===== config.mk =====
export PLATFORM = sky130hd
export DESIGN_NAME = chd_fold
export DESIGN_NICKNAME = d
export VERILOG_FILES = /design/src/rtl/core/chd_pkg.sv /design/src/rtl/core/chd_fold.sv
export SDC_FILE = /design/constraint.sdc
export NUM_CORES = 1
export LEC_CHECK = 0
export BUFFER_PORTS_ARGS = -buffer_cell sky130_fd_sc_hd__buf_4
export CORE_UTILIZATION = 25
export CTS_CLUSTER_SIZE = 40
export DETAILED_ROUTE_END_ITERATION = 6
export SLEW_MARGIN = 5
export SYNTH_ARGS = -nofsm -noshare
export SYNTH_HDL_FRONTEND = slang
export SYNTH_SLANG_ARGS = --single-unit

===== constraint.sdc =====
create_clock -name clk -period 6 [get_ports clk]
set_clock_uncertainty 0.15 [all_clocks]
set_input_delay 1.8 -clock clk [delete_from_list [all_inputs] [get_ports clk]]
set_output_delay 1.8 -clock clk [all_outputs]
set_load 0.05 [all_outputs]

===== src/rtl/core/chd_pkg.sv =====
// shared types, constants and trig tables for the compass heading pipeline
// no dependencies; imported by every module of the block
package chd_pkg;

  localparam int SEARCH_BITS = 6;
  localparam int TAB_DEPTH   = 2 ** SEARCH_BITS;
  localparam int FRAC_BITS   = 56;
  localparam int HALF_BITS   = FRAC_BITS / 2;
  localparam int PROD_BITS   = 16 + HALF_BITS;
  localparam int SUM_BITS    = 16 + FRAC_BITS;

  localparam logic [SEARCH_BITS-1:0] MAX_OCTANT_DEG = SEARCH_BITS'(44);

  localparam logic [63:0] PI_Q62  = 64'hC90F_DAA2_2168_C234;
  localparam logic [63:0] ONE_Q62 = 64'h4000_0000_0000_0000;

  typedef logic [TAB_DEPTH-1:0][FRAC_BITS-1:0] trig_tab_t;

  // how the octant angle maps onto the full circle
  typedef struct packed {
    logic       special;  // base already holds the final heading
    logic [8:0] base;
    logic       sub;      // heading = base - deg, else base + deg
  } map_t;

  typedef struct packed {
    logic [15:0]            p;    // smaller magnitude
    logic [15:0]            q;    // larger magnitude
    logic [SEARCH_BITS-1:0] deg;  // octant degrees found so far
    map_t                   map;
  } item_t;

  // product of two q2.62 values, truncated
  function automatic logic [63:0] q62_mul(input logic [63:0] a, input logic [63:0] b);
    logic [127:0] prod;
    prod = {64'd0, a} * {64'd0, b};
    return prod[125:62];
  endfunction

  // cos or sin of every whole degree, q0.56, by repeated one degree rotation
  function automatic trig_tab_t build_trig_tab(input logic want_sin);
    trig_tab_t   tab;
    logic [63:0] x, x2, x3, x4, x5, x6, x7, x8;
    logic [63:0] c1, s1, cf, sf, cn, sn;
    x  = PI_Q62 / 64'd180;
    x2 = q62_mul(x, x);
    x3 = q62_mul(x2, x);
    x4 = q62_mul(x3, x);
    x5 = q62_mul(x4, x);
    x6 = q62_mul(x5, x);
    x7 = q62_mul(x6, x);
    x8 = q62_mul(x7, x);
    s1 = x - x3 / 64'd6 + x5 / 64'd120 - x7 / 64'd5040;
    c1 = ONE_Q62 - x2 / 64'd2 + x4 / 64'd24 - x6 / 64'd720 + x8 / 64'd40320;
    cf = ONE_Q62;
    sf = 64'd0;
    for (int f = 0; f < TAB_DEPTH; f++) begin
      tab[f] = want_sin ? sf[61:6] : cf[61:6];
      cn = q62_mul(cf, c1) - q62_mul(sf, s1);
      sn = q62_mul(sf, c1) + q62_mul(cf, s1);
      cf = cn;
      sf = sn;
    end
    return tab;
  endfunction

  localparam trig_tab_t COS_TAB = build_trig_tab(1'b0);
  localparam trig_tab_t SIN_TAB = build_trig_tab(1'b1);

endpackage


===== src/rtl/core/chd_fold.sv =====
// last stage: octant degrees onto the full circle, output register
// depends on chd_pkg
module chd_fold import chd_pkg::*; (
  input  logic       clk,
  input  logic       rst,
  input  logic       in_valid,
  output logic       in_ready,
  input  item_t      in_item,
  output logic       out_valid,
  input  logic       out_stall,
  output logic [8:0] heading_deg
);

  logic       en, valid;
  logic [8:0] deg_ext, heading_next, heading;

  assign deg_ext = 9'(in_item.deg);

  always_comb begin
    if (in_item.map.special) begin
      heading_next = in_item.map.base;
    end else if (in_item.map.sub) begin
      heading_next = in_item.map.base - deg_ext;
    end else begin
      heading_next = in_item.map.base + deg_ext;
    end
  end

  assign en       = !valid || !out_stall;
  assign in_ready = en;

  always_ff @(posedge clk) begin
    if (rst) begin
      valid <= 1'b0;
    end else if (en) begin
      valid <= in_valid;
    end
  end

  always_ff @(posedge clk) begin
    if (en) begin
      heading <= heading_next;
    end
  end

  assign out_valid   = valid;
  assign heading_deg = heading;

endmodule

==> qor.csv, run 1 <==
stage;metric;value;unit
status;outcome;finished, final reports clean;
place;io_buffers;31;
cts;clkLatencyLatePin;0.25;ns
place;hpwlAfterDp;1641;um
cts;post_cts_buffers;0;
synthesis;ys_seq_elements;10;
cts;root_buffer;clkbuf_4;
synthesis;synth_edf_count;9;
finish;final_util;35.35;%
sta;tightestPinTransition;0.3950;ns
pwr;combinationalPowerShare;49.8;%
synthesis;ys.flop_type;edfxtp_1;
finish;final_area;1207;um^2
pwr;power_frac_seq;33.7;%
critical_path;critPathMostFrequentCell;buf_4;
synthesis;synth.distinct_cells;38;
hold_path;whs_path_depth;2;
synthesis;syn_avg_cell_area;9.239;um^2
grt;grt_overflow;0;
finish;final_common_cell;buf_4;
floorplan;boundaryPins;64;
synthesis;ys_top_cells_by_area;edfxtp_1 (30%), ha_1 (12%), xnor2_1 (5.7%);
sta;max_slew_margin;73.60;%
sta;fmax;224.9;MHz
routing;wl;1874;um
floorplan;die_area;3904;um^2
pwr;ir_drop;44.74;uV
finish;syn2layout_area_growth;32.01;%
critical_path;path_buf_inv;2;
finish;multiInputGateArea;570.5;um^2
routing;ant_nets;0;
critical_path;reg2reg_depth;1;
synthesis;synth_largest_area_cell;edfxtp_1;
grt;grt_max_degree;20;
cts;cts.htree.levels;1;
routing;vias;813;
floorplan;die_h;62.49;um
finish;ff_latch_area;290.3;um^2
cts;cts_resized;0;
synthesis;ys_warn_count;0;
pwr;switching_power;104.0;uW
routing;viasPerCell;4.619;
sta;finalCriticalPeriod;4.447;ns
routing;drt_first_pass_iters;4;
critical_path;endpoint_kind;output pin;
synthesis;seq_area_frac_synth;31.74;%
cts;clockBufferDepth;2;
cts;cts.clk_slew.worst_paths;0.05;ns
grt;antenna_found_initial;0;
finish;drive_gt1_share;31.54;%
cts;cts_buffers;3;
flow_run;maxCapViolations;0;
synthesis;synth_nets;162;
finish;final.fill_count;359;
critical_path;crit_chain;buf_4, nand2_1, buf_4;
cts;postCtsHoldBufs;0;
sta;hold_viol;0;
grt;grt_pass1_vias;754;
place;gp_congestion;0.8602;
pwr;p_leak;0.5338;nW
synthesis;syn_area;914.6;um^2
critical_path;crit_type;input pin to output pin;
sta;rsz0062_at_grt;no;
pwr;p_clk_share;16.4;%
sta;finalMaxSlewViolations;0;
floorplan;start_util;26.78;%
hold_path;hold_path.class;flip-flop to flip-flop;
synthesis;ys_async_sr_fraction;0;%
critical_path;required;4.05;ns
grt;grt_pass1_wl;3084;um
finish;diodes;0;
floorplan;core_region_area;3416;um^2
sta;setup_violations;0;
synthesis;yosysTopAreaCellShare;29.55;%
critical_path;worstPathMaxFanout;10;
critical_path;crit_path_max_incr_delay;0.30;ns
pwr;powerDensity;224.2;nW/um^2
pwr;p_int;166.6;uW
synthesis;synthesis.instances;99;
floorplan;die_x;62.49;um
pwr;p_sw_share;38.44;%
sta;fin_crit_sh;74.11;%
grt;grt_use_total;9.931;%
cts;cts_tree;yes;
routing;wl_per_cell;10.65;um
floorplan;rows;21;
cts;cts.sinks;10;
critical_path;cp.depth;3;
finish;mostFrequentLayoutCells;buf_4 (31), ha_1 (9), edfxtp_1 (9);
sta;finalSetupTns;0;ns
routing;drtIter0Drc;14;
critical_path;startpoint_type;input pin;
place;placed_area;1181;um^2
finish;nets;194;
critical_path;arrival;2.50;ns
critical_path;cp_top_family;buffers and inverters;
critical_path;slowest_stage;nand2_1;
routing;drcViolationCount;0;
[metrics by stage]
| step | cells | hold slack, ns | power (mW) | setup WS, ns |
|---|---|---|---|---|
| after floorplan | 99 | 0.5901 | 0.1918 | 1.731 |
| after global placement | 172 | 0.3497 | 0.2259 | 1.547 |
| after detailed placement | 172 | 0.3794 | 0.2282 | 1.525 |
| after CTS | 176 | 0.3910 | 0.2744 | 1.525 |
| after global routing | 176 | 0.4250 | 0.2888 | 1.494 |
| final | 176 | 0.3777 | 0.2706 | 1.553 |
[power by group through the flow]
stage	clock, mW	combinational (mW)	sequential, mW
after floorplan	0	0.0617	0.130
after global placement	0	0.133	0.0928
after detailed placement	0	0.135	0.0929
after CTS	0.0474	0.136	0.0915
after global routing	0.0514	0.145	0.0923
final	0.0445	0.135	0.0913
[flip-flops by register name, summed over array words and instances (netlist names)]
signal,flops
heading_deg,9
out_valid,1
[worst min-delay path, cell delays in order (launching register included)]
cell	delay (ns)
dfxtp_1	0.35
a21oi_1	0.08
nor2_1	0.07
[worst paths after layout]
path / from / endpoint / slack, ns
hold reg to reg: out_valid / out_valid / 0.38
hold / removal: out_valid / out_valid / 0.38
setup / recovery: out_stall / in_ready / 1.55
setup reg to reg: out_valid / heading_deg[3] / 4.88
[Yosys cell counts (2+ instances only)]
| cell type | number |
|---|---|
| o31ai_1 | 3 |
| xnor2_1 | 6 |
| nor3_1 | 3 |
| nand2_1 | 8 |
| o21a_1 | 2 |
| nand3_1 | 3 |
| inv_1 | 8 |
| nor3b_1 | 2 |
| ha_1 | 9 |
| edfxtp_1 | 9 |
| a21oi_1 | 6 |
| a211oi_1 | 2 |
| a31oi_1 | 2 |
| nor2b_1 | 3 |
| mux2i_1 | 3 |
| nor2_1 | 6 |
| o21ai_0 | 3 |
[logic make-up (layout without fill, tap and decap cells)]
kind of cell | count (synthesis) | in the layout | synth area share [%]
and+or+nand+nor | 31 | 31 | 17.37
AOI/OAI and AO/OA | 26 | 26 | 20.25
buffers and inverters | 12 | 43 | 5.881
adders and majority gates | 10 | 10 | 14.50
DFF | 10 | 10 | 31.74
xor gates and xnor gates | 6 | 6 | 5.746
muxes | 4 | 4 | 4.514
[metal layers]
metal / GRT usage [%] / wire length [um] / up-vias
li1: - / - / 427
met1: 12.03 / 871 / 350
met2: 15.76 / 846 / 32
met3: 2.555 / 132 / 4
met4: 5.814 / 24 / 0
met5: 0 / 0 / -
[area by class of cell]
cell class                      count  share of cell area (%)
Clock buffer                        4                   2.176
Inverter                            8                   2.487
Multi-Input combinational cell     77                   47.25
Sequential cell                    10                   24.04
Tap cell                           46                   4.767
Timing Repair Buffer               31                   19.27
(Power assumes the default switching activity.)
==> run 2: changes to the inputs <==
clock period = 3.6 ns   (was 6 ns; I/O delays follow)
==> run 2 against run 1 <==
  * Flip-flop and latch count is the same
  * Die area stayed put
  * Setup slack worse by 1.1 ns
  * Wire length increased by 4.9%
  * Sequential share of layout area down 0.15 points
  * Non-clock buffer count increased by 1
  * Power is 68% higher
  * Critical path depth up 7
==> qor.csv, run 2 (synthesized netlist as in run 1, its figures left out) <==
stage;metric;value;unit
status;outcome;finished, final reports clean;
floorplan;die_h;62.49;um
place;placed_area;1189;um^2
critical_path;crit_path_max_incr_delay;0.40;ns
place;gp_congestion;0.8473;
grt;antenna_found_initial;0;
sta;finalCriticalPeriod;3.102;ns
critical_path;path_buf_inv;1;
cts;clockBufferDepth;2;
cts;root_buffer;clkbuf_4;
critical_path;arrival;2.97;ns
pwr;power;455.5;uW
grt;grt_overflow;0;
sta;rsz0062_at_grt;no;
routing;wl;1966;um
grt;grt_max_degree;20;
finish;final.fill_count;363;
sta;setup_violations;0;
cts;post_cts_buffers;0;
cts;cts.clk_slew.worst_paths;0.06;ns
finish;nets;195;
sta;fin_crit_sh;86.18;%
cts;cts.sinks;10;
cts;postCtsHoldBufs;0;
routing;vias;848;
floorplan;die_x;62.49;um
cts;cts_buffers;3;
finish;diodes;0;
floorplan;core_region_area;3416;um^2
place;hpwlAfterDp;1680;um
finish;drive_gt1_share;32.06;%
critical_path;worstPathMaxFanout;9;
critical_path;crit_chain;buf_4, nor3_1, a31oi_1, xnor2_1, ha_1, a211oi_2, o21ai_0, a31oi_1, mux2i_1, xnor2_1;
sta;finalSetupTns;0;ns
floorplan;rows;21;
routing;drtIter0Drc;20;
sta;hold_viol;0;
routing;viasPerCell;4.791;
critical_path;ff2ff_setup_slack;2.59;ns
sta;max_slew_margin;75.27;%
pwr;p_leak;0.5381;nW
routing;drt_first_pass_iters;4;
finish;final_area;1215;um^2
floorplan;start_util;26.78;%
routing;ant_nets;0;
routing;wl_per_cell;11.11;um
sta;finalMaxSlewViolations;0;
critical_path;startpoint_type;input pin;
grt;grt_use_total;10.25;%
pwr;powerDensity;375.0;nW/um^2
pwr;ir_drop;90.55;uV
finish;largest_reg_flops;9;
routing;drcViolationCount;0;
finish;final_common_cell;buf_4;
cts;cts_resized;0;
grt;grt_pass1_wl;3249;um
grt;grt_pass1_vias;792;
floorplan;boundaryPins;64;
critical_path;required;3.46;ns
critical_path;endpoint_kind;flip-flop;
hold_path;hold_path.class;flip-flop to flip-flop;
critical_path;slowest_stage;ha_1;
cts;cts_tree;yes;
finish;mostFrequentLayoutCells;buf_4 (32), ha_1 (9), edfxtp_1 (9);
flow_run;maxCapViolations;0;
place;io_buffers;31;
cts;clkLatencyLatePin;0.25;ns
cts;cts.htree.levels;1;
finish;final_util;35.57;%
finish;syn2layout_area_growth;32.83;%
critical_path;cp_top_family;compound AO/OA/AOI/OAI gates;
critical_path;crit_type;input pin to flip-flop;
floorplan;die_area;3904;um^2
sta;fmax;322.3;MHz
sta;tightestPinTransition;0.3688;ns
==> run 2: final timing paths <==
| kind | start | endpoint | depth (start not counted) |
|---|---|---|---|
| max | in_item[13] | heading_deg[8] | 10 |
| min | out_valid | out_valid | 2 |
| max reg2reg | out_valid | heading_deg[0] | 2 |
| min reg2reg | out_valid | out_valid | 2 |
==> run 2: cell type report <==
class                   count  area [um^2]  area share [%]
inverters                   8        30.03           2.472
clock buffers               4        26.28           2.163
flip-flops and latches     10        290.3           23.89
multi-input cells          77        570.5           46.96
well taps                  46        57.56           4.737
repair buffers             32        240.2           19.77
==> run 2: worst min-delay path, delay by kind of cell, from the launching register on <==
kind               cells  cell delay [ns]
DFF                    1             0.32
AOI/OAI and AO/OA      1             0.12
and+or+nand+nor        1             0.05
==> run 2: per-layer routing <==
metal	track usage, %	up-vias	part of all wire (%)
met5	0	-	0
met4	4.942	0	1.2
met3	2.372	4	9.8
met2	17.26	39	45
met1	12.19	377	43
li1	-	428	-
==> run 2: power breakdown <==
group	switching, mW	leakage [nW]	total, mW	internal (mW)
Clock	0.0339	0.0150	0.0765	0.0426
Sequential	0.00443	0.103	0.152	0.148
Combinational	0.139	0.421	0.227	0.0881
==> run 2: metrics by stage <==
step,cells,setup WS (ns),hold WS (ns)
final,177,0.4976,0.3830
after CTS,177,0.4951,0.3919
after global placement,173,0.2234,0.3436
after floorplan,99,0.5196,0.5901
after global routing,177,0.3494,0.4369
after detailed placement,173,0.2291,0.3836
