**config.mk**
```make
export PLATFORM = sky130hd
export DESIGN_NAME = chd_prep
export DESIGN_NICKNAME = d
export VERILOG_FILES = /design/src/rtl/core/chd_pkg.sv /design/src/rtl/core/chd_prep.sv
export SDC_FILE = /design/constraint.sdc
export NUM_CORES = 1
export LEC_CHECK = 0
export ABC_CLOCK_PERIOD_IN_PS = 4450
export BUFFER_PORTS_ARGS = -buffer_cell sky130_fd_sc_hd__buf_2
export CORE_ASPECT_RATIO = 1.4
export CORE_MARGIN = 3
export CORE_UTILIZATION = 48
export CTS_CLUSTER_DIAMETER = 30
export DETAILED_ROUTE_END_ITERATION = 10
export HOLD_SLACK_MARGIN = 0.06
export PLACE_DENSITY = 0.77
export SKIP_CTS_REPAIR_TIMING = 1
export SYNTH_ARGS = -nofsm -noshare
export SYNTH_HDL_FRONTEND = slang
export SYNTH_SLANG_ARGS = --single-unit
```
**constraint.sdc**
```tcl
create_clock -name clk -period 4.45 [get_ports clk]
set_clock_uncertainty 0.05 [all_clocks]
set_input_delay 0.89 -clock clk [delete_from_list [all_inputs] [get_ports clk]]
set_output_delay 0.89 -clock clk [all_outputs]
set_load 0.005 [all_outputs]
```
**src/rtl/core/chd_pkg.sv**
```systemverilog
// shared types, constants and trig tables for the compass heading pipeline
// no dependencies; imported by every module of the block
package chd_pkg;

  localparam int SEARCH_BITS = 6;
  localparam int TAB_DEPTH   = 2 ** SEARCH_BITS;
  localparam int FRAC_BITS   = 56;
  localparam int HALF_BITS   = FRAC_BITS / 2;
  localparam int PROD_BITS   = 16 + HALF_BITS;
  localparam int SUM_BITS    = 16 + FRAC_BITS;

  localparam logic [SEARCH_BITS-1:0] MAX_OCTANT_DEG = SEARCH_BITS'(44);

  localparam logic [63:0] PI_Q62  = 64'hC90F_DAA2_2168_C234;
  localparam logic [63:0] ONE_Q62 = 64'h4000_0000_0000_0000;

  typedef logic [TAB_DEPTH-1:0][FRAC_BITS-1:0] trig_tab_t;

  // how the octant angle maps onto the full circle
  typedef struct packed {
    logic       special;  // base already holds the final heading
    logic [8:0] base;
    logic       sub;      // heading = base - deg, else base + deg
  } map_t;

  typedef struct packed {
    logic [15:0]            p;    // smaller magnitude
    logic [15:0]            q;    // larger magnitude
    logic [SEARCH_BITS-1:0] deg;  // octant degrees found so far
    map_t                   map;
  } item_t;

  // product of two q2.62 values, truncated
  function automatic logic [63:0] q62_mul(input logic [63:0] a, input logic [63:0] b);
    logic [127:0] prod;
    prod = {64'd0, a} * {64'd0, b};
    return prod[125:62];
  endfunction

  // cos or sin of every whole degree, q0.56, by repeated one degree rotation
  function automatic trig_tab_t build_trig_tab(input logic want_sin);
    trig_tab_t   tab;
    logic [63:0] x, x2, x3, x4, x5, x6, x7, x8;
    logic [63:0] c1, s1, cf, sf, cn, sn;
    x  = PI_Q62 / 64'd180;
    x2 = q62_mul(x, x);
    x3 = q62_mul(x2, x);
    x4 = q62_mul(x3, x);
    x5 = q62_mul(x4, x);
    x6 = q62_mul(x5, x);
    x7 = q62_mul(x6, x);
    x8 = q62_mul(x7, x);
    s1 = x - x3 / 64'd6 + x5 / 64'd120 - x7 / 64'd5040;
    c1 = ONE_Q62 - x2 / 64'd2 + x4 / 64'd24 - x6 / 64'd720 + x8 / 64'd40320;
    cf = ONE_Q62;
    sf = 64'd0;
    for (int f = 0; f < TAB_DEPTH; f++) begin
      tab[f] = want_sin ? sf[61:6] : cf[61:6];
      cn = q62_mul(cf, c1) - q62_mul(sf, s1);
      sn = q62_mul(sf, c1) + q62_mul(cf, s1);
      cf = cn;
      sf = sn;
    end
    return tab;
  endfunction

  localparam trig_tab_t COS_TAB = build_trig_tab(1'b0);
  localparam trig_tab_t SIN_TAB = build_trig_tab(1'b1);

endpackage

```
**src/rtl/core/chd_prep.sv**
```systemverilog
// front stage: magnitudes, octant fold and circle mapping of one sample
// depends on chd_pkg
module chd_prep import chd_pkg::*; (
  input  logic               clk,
  input  logic               rst,
  input  logic               in_valid,
  output logic               in_ready,
  input  logic signed [15:0] field_x,
  input  logic signed [15:0] field_y,
  output logic               out_valid,
  input  logic               out_ready,
  output item_t              out_item
);

  localparam logic [1:0] QUAD_1 = 2'b00;
  localparam logic [1:0] QUAD_2 = 2'b10;
  localparam logic [1:0] QUAD_3 = 2'b11;

  logic        x_neg, y_neg, x_zero, y_zero, swap, en;
  logic [15:0] ax, ay;
  item_t       item_next;
  logic        valid;
  item_t       item;

  assign x_neg  = field_x[15];
  assign y_neg  = field_y[15];
  assign x_zero = (field_x == 16'sd0);
  assign y_zero = (field_y == 16'sd0);
  // -32768 folds to 16'h8000, the full magnitude
  assign ax     = x_neg ? (~$unsigned(field_x) + 16'd1) : $unsigned(field_x);
  assign ay     = y_neg ? (~$unsigned(field_y) + 16'd1) : $unsigned(field_y);
  assign swap   = (ay > ax);

  always_comb begin
    item_next.p           = swap ? ax : ay;
    item_next.q           = swap ? ay : ax;
    item_next.deg         = '0;
    item_next.map.special = 1'b1;
    item_next.map.sub     = 1'b0;
    item_next.map.base    = 9'd0;
    if (y_zero) begin
      item_next.map.base = x_neg ? 9'd180 : 9'd0;
    end else if (x_zero) begin
      item_next.map.base = y_neg ? 9'd270 : 9'd90;
    end else if (ax == ay) begin
      item_next.map.base = x_neg ? (y_neg ? 9'd225 : 9'd135) : (y_neg ? 9'd315 : 9'd45);
    end else begin
      item_next.map.special = 1'b0;
      case ({x_neg, y_neg})
        QUAD_1: begin
          item_next.map.sub  = swap;
          item_next.map.base = swap ? 9'd89 : 9'd0;
        end
        QUAD_2: begin
          item_next.map.sub  = !swap;
          item_next.map.base = swap ? 9'd90 : 9'd179;
        end
        QUAD_3: begin
          item_next.map.sub  = swap;
          item_next.map.base = swap ? 9'd269 : 9'd180;
        end
        default: begin
          item_next.map.sub  = !swap;
          item_next.map.base = swap ? 9'd270 : 9'd359;
        end
      endcase
    end
  end

  assign en       = !valid || out_ready;
  assign in_ready = en;

  always_ff @(posedge clk) begin
    if (rst) begin
      valid <= 1'b0;
    end else if (en) begin
      valid <= in_valid;
    end
  end

  always_ff @(posedge clk) begin
    if (en) begin
      item <= item_next;
    end
  end

  assign out_valid = valid;
  assign out_item  = item;

endmodule

```
==> flow_metrics.tcl, run 1 <==
set metrics [dict create \
    final_util 0.628 \
    crit_path_end_kind "flip-flop" \
    crit_family "simple AND/OR/NAND/NOR gates" \
    die_area_um2 7640 \
    yosys-top-cells-area "edfxtp_1, mux2i_1, ha_1" \
    p_leak_nw 1.83 \
    wire_per_inst_um 16.6 \
    rsz0062_at_grt "false" \
    pre_cts_slack_ns -0.0195 \
    cts-root-buf "clkbuf_8" \
    fin_crit_sh 0.937 \
    multiInputGateArea_um2 1710 \
    crit_chain "buf_2 > or4_4 > or4_4 > o21ai_0 > xor2_1 > inv_1 > ha_1 > nand4_1 > or4_1 > or3_1 > a31oi_1 > a31oi_1" \
    slowest_delay_ns 0.60 \
    rows 34 \
    switching_share 0.284 \
    pwr-share-seq 0.420 \
    maxCapViolations 0 \
    status "finished clean" \
    dr.pass1.iters 4 \
    nNetsFinal 458 \
    finalPower_mw 1.37 \
    synth.most_common_cell "edfxtp_1" \
    period_needed_ns 4.17 \
    post-synth-top-area-cell "edfxtp_1" \
    worstSetupStartpointType "input port" \
    synth-seq-area-share 0.413 \
    power_frac_comb 0.336 \
    hpwl_um 6020 \
    n_antenna_cell 0 \
    p_per_area_nw_per_um2 348 \
    cts_made_buffers 5 \
    ir_worst_vdd_mv 0.133 \
    p_switching_mw 0.391 \
    clockBufferDepth 2 \
    syn_area_um2 3180 \
    synth_edf_count 43 \
    report.final.slew_viol_count 0 \
    htreeDepth 2 \
    seqCellArea_um2 1310 \
    grt_pass1_wl_um 12600 \
    ys_seq_elements 44 \
    post-route-drc-count 0 \
    dieHeight_um 102 \
    die_w_um 74.7 \
    drt_iter0_drc 156 \
    setup_ws_ns 0.281 \
    slew_headroom 0.622 \
    ant_nets 0 \
    avgSynthCellArea_um2 10.6 \
    synth_cells 299 \
    routabilityCongestion 0.914 \
    cts_tree "built" \
    placed_cells 465 \
    slowest_stage "or4_1" \
    instances_no_fill 473 \
    netlist_top_cells_count "edfxtp_1, mux2i_1, inv_1" \
    overflow 0 \
    fmax_mhz 240 \
    io_pins 87 \
    core_um2 6300 \
    cts.sink_count 44 \
    drive_gt1_frac 0.302 \
    synthDominantCellAreaShare 0.407 \
    crit_arrival_ns 4.17 \
    clkPwrFrac 0.245 \
    path_class "in -> reg" \
    grt_usage 0.212 \
    finalSetupTns_ns 0 \
    internal_power_mw 0.983 \
    worstPathRequired_ns 4.45 \
    tightest_slew_ns 0.568 \
    critPathBufInv 2 \
    clk_pin_slew_worst_paths_ns 0.09 \
    num_vias 2708 \
    insertion_delay_ns 0.29 \
    async_flop_share 0 \
    antenna_found_initial 0 \
    wirelength_um 7850 \
    hold_viol 0 \
    hold_path_class "in -> reg" \
    io_buffers 80 \
    setup_viol 0 \
    avgViaCountPerCell 5.73 \
    grt_max_degree 46 \
    start_util 0.504 \
    area_delta_synth_final_pct 24.4 \
    fillers 524 \
    synth_ff_type "edfxtp_1" \
    synth_warnings 0 \
    ys_types 46 \
    grt_pass1_vias 2709 \
    crit_fanout 5 \
]
power by group through the flow:
stage / combinational [mW] / clock (mW) / sequential, mW
6_report: 0.461 / 0.336 / 0.576
5_1_grt: 0.512 / 0.356 / 0.585
4_1_cts: 0.464 / 0.340 / 0.578
3_5_place_dp: 0.461 / 0 / 0.586
3_3_place_gp: 0.454 / 0 / 0.586
2_1_floorplan: 0.247 / 0 / 0.601
cell usage in the layout (no fill, tap or decap), types with 9 or more instances in the layout:
master,n
nand2_1,12
nor2_1,10
xor2_1,20
edfxtp_1,43
a21oi_1,12
buf_2,80
mux2i_1,36
ha_1,22
o21ai_0,9
inv_1,23
buf_4,22
nand4_1,9
cell families (layout without fill, tap and decap cells):
group                      count (synthesis)  after routing  synth area share
buffers and inverters                     39            136            0.0595
DFF                                       44             44             0.413
other                                      1              6           0.00118
adders and majority gates                 22             22            0.0867
muxes                                     36             36             0.113
xor gates and xnor gates                  26             26            0.0717
and+or+nand+nor                           77             77             0.139
AOI/OAI and AO/OA                         54             54             0.115
worst paths after layout:
check / startpoint / slack, ns / cells after the start / endpoint
hold reg to reg: out_valid / 0.89 / 2 / out_item[30]
hold / removal: rst / 0.69 / 2 / out_valid
setup reg to reg: out_valid / 3.17 / 2 / out_item[35]
setup / recovery: field_y[7] / 0.28 / 12 / out_item[5]
worst register-to-register path, stage by stage (launching register included):
cell and delay, ns:
dfxtp_1 0.33, nand2b_2 0.06, buf_4 0.46
through the flow:
step,instance area [um2],hold slack (ns)
after global placement,3820,0.857
after detailed placement,3820,0.883
after global routing,3950,0.688
after floorplan,3210,0.909
after CTS,3950,0.686
final,3950,0.689
area by class of cell:
cell class                      instances  area share
Clock buffer                            7      0.0244
Clock inverter                          1     0.00760
Inverter                               23      0.0218
Multi-Input combinational cell        221       0.433
Sequential cell                        44       0.332
Tap cell                               72      0.0228
Timing Repair Buffer                  105       0.158
flip-flops by register name, summed over array words and instances, names as in the netlist:
register,flops
out_item,43
out_valid,1
metal layers:
metal  track usage  share of wire  vias to the layer above  wire length (um)
met5             0              0                        -                 0
met4        0.0685          0.011                        0                83
met3        0.0226          0.051                        7               399
met2         0.385           0.54                       92              4210
met1         0.258           0.40                     1284              3160
li1              -              -                     1325                 -
Power figures use the tool's default switching activity.
==> run 2: changes to the inputs <==
--- a/config.mk
+++ b/config.mk
@@ -5,6 +5,7 @@
 export SDC_FILE = /design/constraint.sdc
 export NUM_CORES = 1
 export LEC_CHECK = 0
+export ABC_AREA = 1
 export ABC_CLOCK_PERIOD_IN_PS = 4450
 export BUFFER_PORTS_ARGS = -buffer_cell sky130_fd_sc_hd__buf_2
 export CORE_ASPECT_RATIO = 1.4
==> flow_metrics.tcl, run 2 <==
set metrics [dict create \
    placed_cells 546 \
    tightest_slew_ns 0.567 \
    maxCapViolations 0 \
    io_buffers 80 \
    whs_endpoint "out_valid" \
    hold_viol 0 \
    synth_ff_type "edfxtp_1" \
    power_frac_comb 0.332 \
    cts_tree "built" \
    cts_made_buffers 5 \
    reg2regPathDepth 2 \
    htreeDepth 2 \
    antenna_found_initial 0 \
    hold_path_class "in -> reg" \
    start_util 0.504 \
    syn_area_um2 3200 \
    slew_headroom 0.619 \
    status "finished clean" \
    min_path_cells 2 \
    p_switching_mw 0.395 \
    fmax_mhz 258 \
    avgSynthCellArea_um2 7.97 \
    drive_gt1_frac 0.207 \
    overflow 0 \
    insertion_delay_ns 0.29 \
    p_leak_nw 1.91 \
    n_antenna_cell 0 \
    dieHeight_um 103 \
    internal_power_mw 0.836 \
    crit_top_cell "nand2_1" \
    die_w_um 75.0 \
    regToRegStartpoint "out_valid" \
    ys_seq_elements 44 \
    r2r-end "out_item[25]" \
    switching_share 0.321 \
    dr.pass1.iters 5 \
    clkPwrFrac 0.197 \
    fillers 555 \
    avgViaCountPerCell 5.28 \
    worstPathRequired_ns 4.47 \
    wire_per_inst_um 13.9 \
    path_class "in -> reg" \
    cts-root-buf "clkbuf_8" \
    finalSetupTns_ns 0 \
    hpwl_um 6000 \
    post-route-drc-count 0 \
    synth_edf_count 43 \
    synth-seq-area-share 0.410 \
    p_per_area_nw_per_um2 332 \
    die_area_um2 7690 \
    routabilityCongestion 0.912 \
    fin_crit_sh 0.870 \
    period_needed_ns 3.87 \
    io_pins 87 \
    grt_pass1_wl_um 12300 \
    nNetsFinal 539 \
    clockBufferDepth 2 \
    synth_cells 401 \
    cts.sink_count 44 \
    area_delta_synth_final_pct 16.2 \
    async_flop_share 0 \
    grt_pass1_vias 2797 \
    crit_fanout 17 \
    final_cell_mix "nand2_1, buf_2, inv_1" \
    ys_types 33 \
    pwr-share-seq 0.472 \
    wirelength_um 7710 \
    report.final.slew_viol_count 0 \
    slowest_stage "nor3_2" \
    ir_worst_vdd_mv 0.140 \
    grt_usage 0.211 \
    r2r_slack_ns 3.14 \
    clk_pin_slew_worst_paths_ns 0.08 \
    synth_warnings 0 \
    crit_path_end_kind "flip-flop" \
    hp-start "rst" \
    final_common_cell "nand2_1" \
    instances_no_fill 554 \
    largest_register_ffs 43 \
    drt_iter0_drc 209 \
    slowest_delay_ns 0.29 \
    setup_viol 0 \
    crit_arrival_ns 3.89 \
    rows 34 \
    num_vias 2926 \
    post-synth-top-area-cell "edfxtp_1" \
    grt_max_degree 45 \
    ant_nets 0 \
    core_um2 6340 \
    rsz0062_at_grt "false" \
    crit_chain "buf_2 > inv_1 > ha_1 > nand4_1 > nor3_2 > nand4_1 > nand2_1 > nand2_1 > nand2_1 > inv_1 > ha_1 > nand2_1 > inv_1 > nand4_2 > inv_1 > nand2_1 > nand2_1 > nand2_1 > buf_4 > o21ai_1 > nand3_1 > nand2_1 > inv_1" \
    synthDominantCellAreaShare 0.404 \
    finalPower_mw 1.23 \
    synth.most_common_cell "nand2_1" \
    yosys-top-cells-area "edfxtp_1, nand2_1, ha_1" \
    netlist_top_cells_count "nand2_1, inv_1, edfxtp_1" \
    worstSetupStartpointType "input port" \
]
[run 2: critical path, delay by kind of cell]
kind	cells	cell delay, ns
adders and majority gates	2	0.46
and+or+nand+nor	13	1.72
AOI/OAI and AO/OA	1	0.12
buffers and inverters	7	0.70
[run 2: final cells by class]
cell class                 count  area, um2  share of cell area
clock buffer                   7       76.3              0.0206
clock inverter                 1       5.00             0.00135
inverter                      53        199              0.0536
multi-input combinational    293       1600               0.431
sequential                    44       1310               0.353
tap                           72       90.1              0.0243
timing repair buffer          84        430               0.116
[run 2: how the worst max path moves through the flow]
stage / from / to / slack, ns / depth (start not counted)
2_1_floorplan: field_x[0] / out_item[1] / 1.02 / 22
3_3_place_gp: field_x[0] / out_item[1] / 0.50 / 23
3_5_place_dp: field_x[0] / out_item[1] / 0.36 / 23
4_1_cts: field_x[0] / out_item[1] / 0.62 / 23
5_1_grt: field_x[0] / out_item[1] / 0.22 / 23
6_report: field_x[0] / out_item[1] / 0.58 / 23
[run 2: cells by family (layout without fill, tap and decap cells)]
family / count (synthesis) / in the layout / share of synthesized area
AOI/OAI and AO/OA: 63 / 63 / 0.104
xor gates and xnor gates: 24 / 24 / 0.0658
adders and majority gates: 22 / 22 / 0.0861
buffers and inverters: 69 / 145 / 0.0967
DFF: 44 / 44 / 0.410
other: 1 / 6 / 0.00117
and+or+nand+nor: 178 / 178 / 0.236
[run 2: per-layer routing]
layer | wire length, um | GRT usage | up-vias
met5 | 0 | 0 | -
met4 | 197 | 0.0890 | 0
met3 | 512 | 0.0390 | 17
met2 | 3970 | 0.379 | 133
met1 | 3030 | 0.240 | 1310
li1 | - | - | 1466
[run 2: power by group through the flow]
stage                     registers, mW  logic [mW]  clock network (mW)
after floorplan                   0.609       0.238                   0
after global placement            0.591       0.394                   0
after detailed placement          0.591       0.407                   0
after CTS                         0.582       0.409               0.251
after global routing              0.590       0.468               0.267
final                             0.581       0.408               0.242
[run 2: metrics by stage]
stage / hold slack, ns / setup WS (ns) / utilization / instance area, um2
floorplan: 0.909 / 1.02 / - / 3210
global placement: 0.861 / 0.496 / 0.573 / 3630
detailed placement: 0.902 / 0.365 / 0.573 / 3630
CTS: 0.686 / 0.624 / 0.586 / 3710
global route: 0.685 / 0.216 / 0.586 / 3710
finish: 0.689 / 0.577 / 0.586 / 3710
==> run 3: changes to the inputs <==
--- a/config.mk
+++ b/config.mk
@@ -7,7 +7,7 @@
 export LEC_CHECK = 0
 export ABC_AREA = 1
 export ABC_CLOCK_PERIOD_IN_PS = 4450
-export BUFFER_PORTS_ARGS = -buffer_cell sky130_fd_sc_hd__buf_2
+export BUFFER_PORTS_ARGS = -buffer_cell sky130_fd_sc_hd__clkbuf_2
 export CORE_ASPECT_RATIO = 1.4
 export CORE_MARGIN = 3
 export CORE_UTILIZATION = 48
==> flow_metrics.tcl, run 3 (synthesis gave the netlist of run 2 again) <==
set metrics [dict create \
    r2r-end "out_item[32]" \
    tightest_slew_ns 0.577 \
    fin_crit_sh 0.854 \
    insertion_delay_ns 0.28 \
    worstPathRequired_ns 4.46 \
    grt_pass1_vias 2788 \
    avgViaCountPerCell 5.20 \
    drt_iter0_drc 183 \
    overflow 0 \
    crit_path_end_kind "flip-flop" \
    hp-start "rst" \
    grt_pass1_wl_um 12400 \
    hpwl_um 5980 \
    p_leak_nw 1.92 \
    clk_pin_slew_worst_paths_ns 0.08 \
    min_path_cells 2 \
    die_area_um2 7690 \
    post-route-drc-count 0 \
    slew_headroom 0.612 \
    r2r_slack_ns 3.14 \
    regToRegStartpoint "out_valid" \
    whs_endpoint "out_valid" \
    wirelength_um 7530 \
    status "finished clean" \
    hold_viol 0 \
    cts-root-buf "clkbuf_8" \
    cts.sink_count 44 \
    n_antenna_cell 0 \
    period_needed_ns 3.80 \
    report.final.slew_viol_count 0 \
    dieHeight_um 103 \
    num_vias 2880 \
    reg2regPathDepth 2 \
    io_pins 87 \
    fmax_mhz 263 \
    crit_arrival_ns 3.81 \
    cts_tree "built" \
    rows 34 \
    worstSetupStartpointType "input port" \
    placed_cells 546 \
    ant_nets 0 \
    setup_viol 0 \
    io_buffers 80 \
    htreeDepth 2 \
    hold_path_class "in -> reg" \
    antenna_found_initial 0 \
    setup_ws_ns 0.652 \
    crit_fanout 17 \
    dr.pass1.iters 5 \
    nNetsFinal 539 \
    grt_usage 0.207 \
    place_area_um2 3630 \
    rsz0062_at_grt "false" \
    finalSetupTns_ns 0 \
    start_util 0.504 \
    cts_made_buffers 5 \
    clockBufferDepth 2 \
    wire_per_inst_um 13.6 \
    maxCapViolations 0 \
    instances_no_fill 554 \
    final_common_cell "nand2_1" \
    die_w_um 75.0 \
    routabilityCongestion 0.910 \
    path_class "in -> reg" \
    core_um2 6340 \
    design_area_um2 3710 \
    drive_gt1_frac 0.207 \
    ir_worst_vdd_mv 0.138 \
    pre_cts_slack_ns 0.394 \
    area_delta_synth_final_pct 16.2 \
    largest_register_ffs 43 \
    final_cell_mix "nand2_1, clkbuf_2, inv_1" \
    p_per_area_nw_per_um2 331 \
    grt_max_degree 45 \
]
-- run 3: changes by cell type in the layout (fill, tap and decap cells not counted) --
cell / delta
clkbuf_2: +80
buf_2: -80
-- run 3: metrics by stage --
step / total power, mW / hold slack, ns / util
6_report: 1.23 / 0.699 / 0.586
5_1_grt: 1.32 / 0.686 / 0.586
4_1_cts: 1.24 / 0.691 / 0.586
3_5_place_dp: 0.998 / 0.902 / 0.573
3_3_place_gp: 0.988 / 0.867 / 0.573
2_1_floorplan: 0.847 / 0.909 / -
-- run 3: worst max path at each step --
| stage | from | end | slack, ns | cells past startpoint |
|---|---|---|---|---|
| detailed placement | field_x[0] | out_item[1] | 0.39 | 22 |
| global route | field_x[0] | out_item[1] | 0.22 | 23 |
| finish | field_x[0] | out_item[1] | 0.65 | 23 |
| floorplan | field_x[0] | out_item[1] | 1.02 | 22 |
| global placement | field_x[0] | out_item[1] | 0.50 | 23 |
| CTS | field_x[0] | out_item[1] | 0.70 | 23 |
-- run 3: where the power goes --
group          internal, mW  switching [mW]  leakage [nW]  total [mW]
logic                 0.161           0.241          1.41       0.402
registers             0.564          0.0214         0.468       0.586
clock network         0.110           0.129        0.0422       0.240
-- run 3: metal layers --
metal  vias up  wire length [um]  track usage
li1       1461                 -            -
met1      1294              3070        0.243
met2       111              3850        0.369
met3        14               468       0.0380
met4         0               146       0.0781
met5         -                 0            0
-- run 3: worst max-delay path, cell delays in order --
cell      delay, ns
clkbuf_2       0.12
inv_1          0.09
ha_1           0.19
nand4_1        0.15
nor3_2         0.29
nand4_1        0.20
nand2_1        0.10
nand2_1        0.05
nand2_1        0.09
inv_1          0.05
ha_1           0.26
nand2_1        0.06
inv_1          0.08
nand4_2        0.16
inv_1          0.08
nand2_1        0.12
nand2_1        0.13
nand2_1        0.15
buf_4          0.23
o21ai_1        0.12
nand3_1        0.08
nand2_1        0.06
inv_1          0.04
-- run 3: final cells by class --
class                      instances  area, um2
multi-input combinational        293       1600
inverter                          53        199
tap                               72       90.1
clock inverter                     1       5.00
fill                             571       2630
sequential                        44       1310
clock buffer                       7       76.3
timing repair buffer              84        430
